$ cat config.mk
export PLATFORM = sky130hd
export DESIGN_NAME = http_body_dechunker
export DESIGN_NICKNAME = d
export VERILOG_FILES = /design/src/sv/hbd_pkg.sv /design/src/sv/http_body_dechunker.sv
export SDC_FILE = /design/constraint.sdc
export NUM_CORES = 1
export LEC_CHECK = 0
export ABC_CLOCK_PERIOD_IN_PS = 4350
export BUFFER_PORTS_ARGS = -buffer_cell sky130_fd_sc_hd__buf_4
export CAP_MARGIN = 0
export CORE_MARGIN = 3
export CORE_UTILIZATION = 64
export DETAILED_ROUTE_END_ITERATION = 6
export PLACE_DENSITY_LB_ADDON = 0.1
export SLEW_MARGIN = 20
export SYNTH_ARGS = -nofsm -noshare
export SYNTH_HDL_FRONTEND = slang
export SYNTH_SLANG_ARGS = --single-unit
$ cat constraint.sdc
create_clock -name clk -period 4.35 [get_ports clk]
set_input_delay 0.435 -clock clk [delete_from_list [all_inputs] [get_ports clk]]
set_output_delay 0.435 -clock clk [all_outputs]
set_load 0.005 [all_outputs]
$ cat src/sv/hbd_pkg.sv
`timescale 1ns / 1ps
`default_nettype none

package hbd_pkg;

	localparam int SIZE_BITS = 32;
	localparam int LEN_BITS = 32;
	localparam int CFG_INDEX_W = 2;

	localparam logic [1:0] ST_WAIT = 2'd0;
	localparam logic [1:0] ST_DONE = 2'd1;
	localparam logic [1:0] ST_ERROR = 2'd2;

	localparam logic [CFG_INDEX_W-1:0] CFG_CHUNKED_MODE = 2'd0;
	localparam logic [CFG_INDEX_W-1:0] CFG_CONTENT_LENGTH = 2'd1;

	localparam logic [7:0] CH_CR = 8'h0D;
	localparam logic [7:0] CH_LF = 8'h0A;
	localparam logic [7:0] CH_SEMI = 8'h3B;

	typedef struct packed {
		logic ok;
		logic [3:0] val;
	} hex_digit_t;

	function automatic hex_digit_t hex_value(input logic [7:0] ch);
		hex_digit_t r;
		logic [7:0] d;
		r.ok = 1'b1;
		d = 8'h00;
		if (ch inside {[8'h30:8'h39]}) begin
			d = ch - 8'h30;
		end else if (ch inside {[8'h41:8'h46]}) begin
			d = ch - 8'h37;
		end else if (ch inside {[8'h61:8'h66]}) begin
			d = ch - 8'h57;
		end else begin
			r.ok = 1'b0;
		end
		r.val = d[3:0];
		return r;
	endfunction

endpackage

`default_nettype wire

$ cat src/sv/http_body_dechunker.sv
// HTTP body dechunker.
// Input channel: in_valid/in_ready carry one raw body byte per item on body_byte.
// Output channel: out_valid/out_ready carry one result item per input item:
// data_valid, data_out, chunk_last and status (0 waiting, 1 complete, 2 error).
// Configuration channel: cfg_valid/cfg_ready with cfg_index and cfg_data; index 0
// sets chunked_mode, index 1 sets content_length and reloads the byte countdown.
// Other indexes are ignored. cfg_ready is always high; write only while idle.
// The result of an accepted byte is registered and shown on the output from the
// next cycle. Throughput is one byte per cycle while out_ready is high, set by
// the single result register; the decode step is one hex shift-add or decrement.
// When the receiver stalls, the result register holds and in_ready follows
// out_ready, so a new byte is taken in the same cycle the held result leaves.
// Reset clears all state: size-line parsing, length mode, countdown zero
// (unknown length) and status waiting. Done and error stay until reset.
`timescale 1ns / 1ps
`default_nettype none

module http_body_dechunker import hbd_pkg::*; (
	input  wire logic                   clk,
	input  wire logic                   arst_n,
	input  wire logic                   in_valid,
	output logic                        in_ready,
	input  wire logic [7:0]             body_byte,
	input  wire logic                   cfg_valid,
	output logic                        cfg_ready,
	input  wire logic [CFG_INDEX_W-1:0] cfg_index,
	input  wire logic [LEN_BITS-1:0]    cfg_data,
	output logic                        out_valid,
	input  wire logic                   out_ready,
	output logic                        data_valid,
	output logic [7:0]                  data_out,
	output logic                        chunk_last,
	output logic [1:0]                  status
);

	typedef enum logic [2:0] {
		PH_SIZE,
		PH_SIZE_CR,
		PH_EXT,
		PH_EXT_CR,
		PH_DATA,
		PH_SKIP1,
		PH_SKIP2
	} phase_t;

	phase_t                 phase_q, phase_n;
	logic [SIZE_BITS-1:0]   size_accum_q, size_accum_n;
	logic                   digit_seen_q, digit_seen_n;
	logic [SIZE_BITS-1:0]   data_left_q, data_left_n;
	logic [LEN_BITS-1:0]    length_left_q, length_left_n;
	logic [1:0]             final_status_q, final_status_n;
	logic                   chunked_mode_q;
	logic                   out_valid_q;
	logic                   res_valid, res_last;
	logic                   accept;
	hex_digit_t             hex;

	assign in_ready = !out_valid_q || out_ready;
	assign cfg_ready = 1'b1;
	assign accept = in_valid && in_ready;
	assign out_valid = out_valid_q;
	assign hex = hex_value(body_byte);

	always_comb begin
		phase_n = phase_q;
		size_accum_n = size_accum_q;
		digit_seen_n = digit_seen_q;
		data_left_n = data_left_q;
		length_left_n = length_left_q;
		final_status_n = final_status_q;
		res_valid = 1'b0;
		res_last = 1'b0;
		if (final_status_q != ST_WAIT) begin
			res_valid = 1'b0;
		end else if (!chunked_mode_q) begin
			res_valid = 1'b1;
			if (length_left_q != '0) begin
				length_left_n = length_left_q - 1'b1;
				if (length_left_q == LEN_BITS'(1)) begin
					final_status_n = ST_DONE;
				end
			end
		end else begin
			case (phase_q)
				PH_SIZE: begin
					if (hex.ok) begin
						if (size_accum_q[SIZE_BITS-1 -: 4] != 4'd0) begin
							final_status_n = ST_ERROR;
						end else begin
							size_accum_n = {size_accum_q[SIZE_BITS-5:0], hex.val};
							digit_seen_n = 1'b1;
						end
					end else if (body_byte == CH_SEMI) begin
						phase_n = PH_EXT;
					end else if (body_byte == CH_CR) begin
						phase_n = PH_SIZE_CR;
					end else begin
						final_status_n = ST_ERROR;
					end
				end
				PH_SIZE_CR, PH_EXT_CR: begin
					if (body_byte == CH_LF) begin
						if (!digit_seen_q) begin
							final_status_n = ST_ERROR;
						end else if (size_accum_q == '0) begin
							final_status_n = ST_DONE;
						end else begin
							data_left_n = size_accum_q;
							phase_n = PH_DATA;
						end
					end else if (phase_q == PH_SIZE_CR) begin
						final_status_n = ST_ERROR;
					end else if (body_byte != CH_CR) begin
						phase_n = PH_EXT;
					end
				end
				PH_EXT: begin
					if (body_byte == CH_CR) begin
						phase_n = PH_EXT_CR;
					end
				end
				PH_DATA: begin
					res_valid = 1'b1;
					if (data_left_q[SIZE_BITS-1:1] == '0) begin
						res_last = 1'b1;
						data_left_n = '0;
						phase_n = PH_SKIP1;
					end else begin
						data_left_n = data_left_q - 1'b1;
					end
				end
				PH_SKIP1: begin
					phase_n = PH_SKIP2;
				end
				default: begin
					phase_n = PH_SIZE;
					size_accum_n = '0;
					digit_seen_n = 1'b0;
				end
			endcase
		end
	end

	always_ff @(posedge clk or negedge arst_n) begin
		if (!arst_n) begin
			phase_q <= PH_SIZE;
			size_accum_q <= '0;
			digit_seen_q <= 1'b0;
			data_left_q <= '0;
			length_left_q <= '0;
			final_status_q <= ST_WAIT;
			chunked_mode_q <= 1'b0;
			out_valid_q <= 1'b0;
			data_valid <= 1'b0;
			data_out <= 8'h00;
			chunk_last <= 1'b0;
			status <= ST_WAIT;
		end else begin
			if (accept) begin
				phase_q <= phase_n;
				size_accum_q <= size_accum_n;
				digit_seen_q <= digit_seen_n;
				data_left_q <= data_left_n;
				final_status_q <= final_status_n;
				out_valid_q <= 1'b1;
				data_valid <= res_valid;
				data_out <= res_valid ? body_byte : 8'h00;
				chunk_last <= res_last;
				status <= final_status_n;
			end else if (out_ready) begin
				out_valid_q <= 1'b0;
			end
			if (cfg_valid && cfg_ready && cfg_index == CFG_CONTENT_LENGTH) begin
				length_left_q <= cfg_data;
			end else if (accept) begin
				length_left_q <= length_left_n;
			end
			if (cfg_valid && cfg_ready && cfg_index == CFG_CHUNKED_MODE) begin
				chunked_mode_q <= cfg_data[0];
			end
		end
	end

endmodule

`default_nettype wire

# After elaboration in Yosys (flattened, before gate mapping)
# Index checks and enable logic that the tools add are counted.
# op_classes
n_bitwise,2
mul,0
magnitude_cmp,6
n_shift,0
n_div,0
n_mux,55
n_addsub,5
n_reduce_logical,28
n_eq_ne,32
# op_table
operator,count
32-bit 2-to-1 mux,11
32-bit one-hot mux with 2 select lines,2
"32-bit by 1-bit subtractor with 32-bit output, second input constant",2
"32-bit by 1-bit == test with 1-bit output, second input constant",1
32-bit zero test,1
32-bit nonzero test,1
31-bit zero test,1
3-bit 2-to-1 mux,10
2-bit 2-to-1 mux,11
"8-bit by 4-bit == test with 1-bit output, second input constant",2
"8-bit by 7-bit greater-or-equal comparator with 1-bit output, second input constant",2
"8-bit by 7-bit <= comparator with 1-bit output, second input constant",2
"2-bit != test, second input constant",8
"4-bit != test, second input constant",4
"3-bit != test, second input constant",5
3-bit one-hot mux with 5 select lines,1
1-bit 2-to-1 mux,14
2-bit nonzero test,7
4-bit 2-to-1 mux,3
11-bit AND reduction,1
10-bit AND reduction,1
"8-bit by 6-bit == test with 1-bit output, second input constant",1
"8-bit by 6-bit greater-or-equal comparator with 1-bit output, second input constant",1
"8-bit by 6-bit <= comparator with 1-bit output, second input constant",1
25 further kinds,35
# totals
latchBits,0
wordCells,139
inputBits,47
ram_bits,0
output_inout_bits,15
mem_bits_ro,0
register_bits,114
memories,0

# Longest topological paths before layout
# logic_depth
word_depth,8
depth_mapped,10
ltp_nobuf,8

# Least setup slack after synthesis
# OpenSTA, ideal clock, no wires.
# synth_timing
path_kind,reg2reg
start,register data_left_q[24]
end,register data_left_q[6]
slack_ps,1703
setup_time_ps,132
required_ps,4218
path_stages_with_launch,8
path_buffers,2
t_arrival_ps,2515
path_cell_list,dfrtp_1 > or4_4 > or4_1 > buf_2 > o41ai_4 > buf_2 > o21ai_0 > o2bb2ai_1
# synth_between
elab_chain_cells,3
# synth_lines
element,line,source
from (decl),http_body_dechunker.sv:49,"logic [SIZE_BITS-1:0] data_left_q, data_left_n;"
from (signal assigned),http_body_dechunker.sv:163,data_left_q <= data_left_n;
31-bit zero test,http_body_dechunker.sv:124,if (data_left_q[SIZE_BITS-1:1] == '0) begin
32-bit 2-to-1 mux,http_body_dechunker.sv:124,
32-bit one-hot mux with 2 select lines,http_body_dechunker.sv:84,case (phase_q)
# Every way passes these cells.
# A chain may end at the register's enable or synchronous reset.

# Final worst setup path
# layout_timing
start,register data_left_q[24]
end,register data_left_q[2]
# Same word-level chain as after synthesis.

==> impl_metrics.py <==
metrics = {
    "synth": {
        "yosys.area.top_type": "dfrtp_1",
        "syn_avg_cell_area_sq_um": 9.18,
        "synthAdderAreaFrac_pct": 1.40,
        "synthTopCellsByArea": "dfrtp_1 (46%), a22o_1 (5.5%), a21oi_1 (4.5%)",
        "yosys_warnings": 0,
        "synth-simple-area-share_pct": 22.0,
        "yosysMostFrequentCell": "dfrtp_1",
        "synth_cell_types": 61,
        "synthXorXnorAreaFrac_pct": 4.48,
        "synthCells": 681,
        "muxShareOfSynthArea_pct": 0.680,
        "yosysSeqAreaShare_pct": 45.6,
        "syn_nets": 735,
        "ys_top_cells_by_count": "dfrtp_1 (114), nor2_1 (70), a21oi_1 (56), a22o_1 (39), nor3_1 (37)",
        "async_reset_ff_share_pct": 100,
        "ys_seq_elements": 114,
        "synth_compound_area_share_pct": 22.1,
        "ys.flop_type": "dfrtp_1",
        "syn-cell-area_sq_um": 6250,
        "synth_top_family_by_area": "compound AO/OA/AOI/OAI gates",
        "synth_top_area_share_pct": 45.6,
        "synth_edf_count": 0,
    },
    "clock_tree": {
        "cts.sinks": 114,
        "ctsHoldBuffers": 0,
        "root_buffer": "clkbuf_8",
        "cts_setup_buffers": 0,
        "cts_resized": 0,
        "cts.path.max_buffers": 2,
        "cts_made_buffers": 17,
        "htreeDepth": 4,
        "clk_pin_slew_ns": 0.06,
        "cts_tree": "yes",
        "clk_latency_ns": 0.52,
    },
    "routing": {
        "drt_iter0_drc": 659,
        "dr.pass1.iters": 7,
        "wl_met3_microns": 1730,
        "wl_met2_microns": 8140,
        "vias_per_cell": 6.62,
        "routedWlPerCell_microns": 19.2,
        "ant_nets": 0,
        "remaining_drc_errors": 0,
        "vias": 5756,
        "drt_wl_total_microns": 16700,
        "wl_met1_microns": 6540,
        "top_layer": "met4",
    },
    "global_routing": {
        "grt_remaining_overflow": 0,
        "track_usage_pct": 31.4,
        "grt_max_degree": 65,
        "antenna_found_initial": 0,
        "grt_pass1_vias": 5678,
        "grt_pass1_wl_microns": 27800,
    },
    "sta": {
        "setup_viol": 0,
        "fin_worst_skew_ns": 0.00931,
        "slew_violations": 0,
        "post-route-period-util_pct": 74.6,
        "max_slew.worst_pin.slew_ns": 0.927,
        "slew_headroom_pct": 38.0,
        "period_minus_slack_ns": 3.24,
        "fmax_mhz": 308,
        "rsz0062_at_grt": "false",
        "hold_viol": 2,
        "holdWs_ns": -0.00159,
        "tns_ns": 0,
    },
    "floorplan": {
        "die-height_microns": 105,
        "die_w_microns": 105,
        "die-area_sq_um": 11000,
        "initial_core_util_pct": 66.7,
        "core-area_sq_um": 9370,
        "rows": 35,
        "io_pins": 62,
    },
    "critical_path": {
        "cp.required_ns": 4.73,
        "critPathCaptureType": "flip-flop",
        "ff2ff_setup_slack_ns": 1.11,
        "reg2reg_to": "data_left_q[2]",
        "worst_setup_path_start_kind": "flip-flop",
        "r2r_cells": 6,
        "path_class": "reg2reg",
        "reg2reg_from": "data_left_q[24]",
        "crit_fanout": 12,
        "arrival_ns": 3.62,
    },
    "outcome": {
        "violations": "hold timing",
        "status": "finished with violations",
    },
    "final_layout": {
        "syn_to_final_growth_pct": 17.8,
        "nets": 783,
        "drive_gt1_share_pct": 14.6,
        "instances_no_fill": 870,
        "diodes": 0,
    },
    "power_and_ir_drop": {
        "p_per_area_nw_per_um2": 397,
        "ir_worst_vdd_mv": 0.381,
        "cellLeakagePower_nw": 3.00,
    },
    "placed_design": {
        "hpwlAfterDp_microns": 11200,
        "portBuffers": 60,
        "dp.cells": 839,
        "gp_congestion": 0.969,
    },
    "run": {
        "maxCapViolations": 0,
    },
    "min_path": {
        "hold_path.class": "in2async",
    },
}
cells in the final DEF (no fill, tap or decap), drive strengths merged, types with 3 or more instances in the layout:
| master | n |
|---|---|
| clkinvlp | 3 |
| o31ai | 9 |
| a22oi | 6 |
| nor4b | 5 |
| or3 | 9 |
| inv | 16 |
| xnor2 | 14 |
| clkbuf | 20 |
| nand2 | 36 |
| o211ai | 4 |
| ha | 7 |
| nand4 | 13 |
| nand2b | 6 |
| a31oi | 4 |
| dfrtp | 114 |
| a21oi | 56 |
| or4 | 9 |
| xor2 | 18 |
| a22o | 39 |
| o21a | 3 |
| a21o | 4 |
| nor4 | 35 |
| o21ai | 49 |
| bufinv | 3 |
| nand4b | 5 |
| o22ai | 3 |
| a32oi | 8 |
| and3 | 3 |
| and2 | 4 |
| nand3 | 19 |
| clkinv | 5 |
| o2bb2ai | 8 |
| nor3 | 37 |
| buf | 69 |
| nor2 | 70 |
critical path: stages, from the launching register on:
cell	delay [ns]
dfrtp_1	0.44
or4_4	0.54
or4_1	0.57
nor4_4	0.71
nor2_1	0.41
a32oi_1	0.33
o21ai_1	0.11
metal layers:
| metal | track usage (%) | up-vias |
|---|---|---|
| li1 | - | 2647 |
| met1 | 41.1 | 2765 |
| met2 | 50.0 | 312 |
| met3 | 11.1 | 32 |
| met4 | 8.81 | 0 |
| met5 | 0 | - |
state kept, by name, indices dropped and copies added, names as in the netlist:
signal,flops
data_left_q,32
length_left_q,32
size_accum_q,32
data_out,8
phase_q,3
final_status_q,2
chunk_last,1
chunked_mode_q,1
data_valid,1
digit_seen_q,1
out_valid,1
worst max path at each step:
| stage | cells past startpoint | start | slack (ns) | end |
|---|---|---|---|---|
| global placement | 7 | data_left_q[24] | 1.33 | data_left_q[26] |
| CTS | 6 | data_left_q[24] | 1.17 | data_left_q[2] |
| floorplan | 7 | data_left_q[24] | 1.70 | data_left_q[6] |
| detailed placement | 6 | data_left_q[24] | 1.22 | data_left_q[21] |
| finish | 6 | data_left_q[24] | 1.11 | data_left_q[2] |
| global route | 7 | data_left_q[24] | 0.99 | data_left_q[26] |
cells by family after synthesis:
family	count (synthesis)
compound gates	206
mux	4
xor+xnor	32
fa+ha+maj	7
simple gates	261
buf+inv	56
other cells	1
flops	114
layout make-up:
cell class                      instances  area (sq um)
Sequential cell                       114          2850
Timing Repair Buffer                   69           518
Fill cell                             653          2000
Multi-Input combinational cell        511          3170
Clock inverter                         11           156
Inverter                               16          60.1
Clock buffer                           20           445
Tap cell                              129           161
power by group:
group	switching [mW]	internal, mW
clock network	0.499	0.903
logic	0.151	0.149
registers	0.0845	1.14
total	0.734	2.19
stage by stage:
stage	power (mW)	worst slack [ns]	instance area [sq um]	util [%]	hold WS (ns)
after floorplan	1.40	1.70	6250	-	0.139
after global placement	1.51	1.33	6760	72.2	0.467
after detailed placement	1.53	1.22	6760	72.2	0.468
after CTS	2.94	1.17	7370	78.6	0.0244
after global routing	3.04	0.990	7370	78.6	0.0608
final	2.93	1.11	7370	78.6	-0.00159
Note: power is estimated with default switching activity, not from simulation.
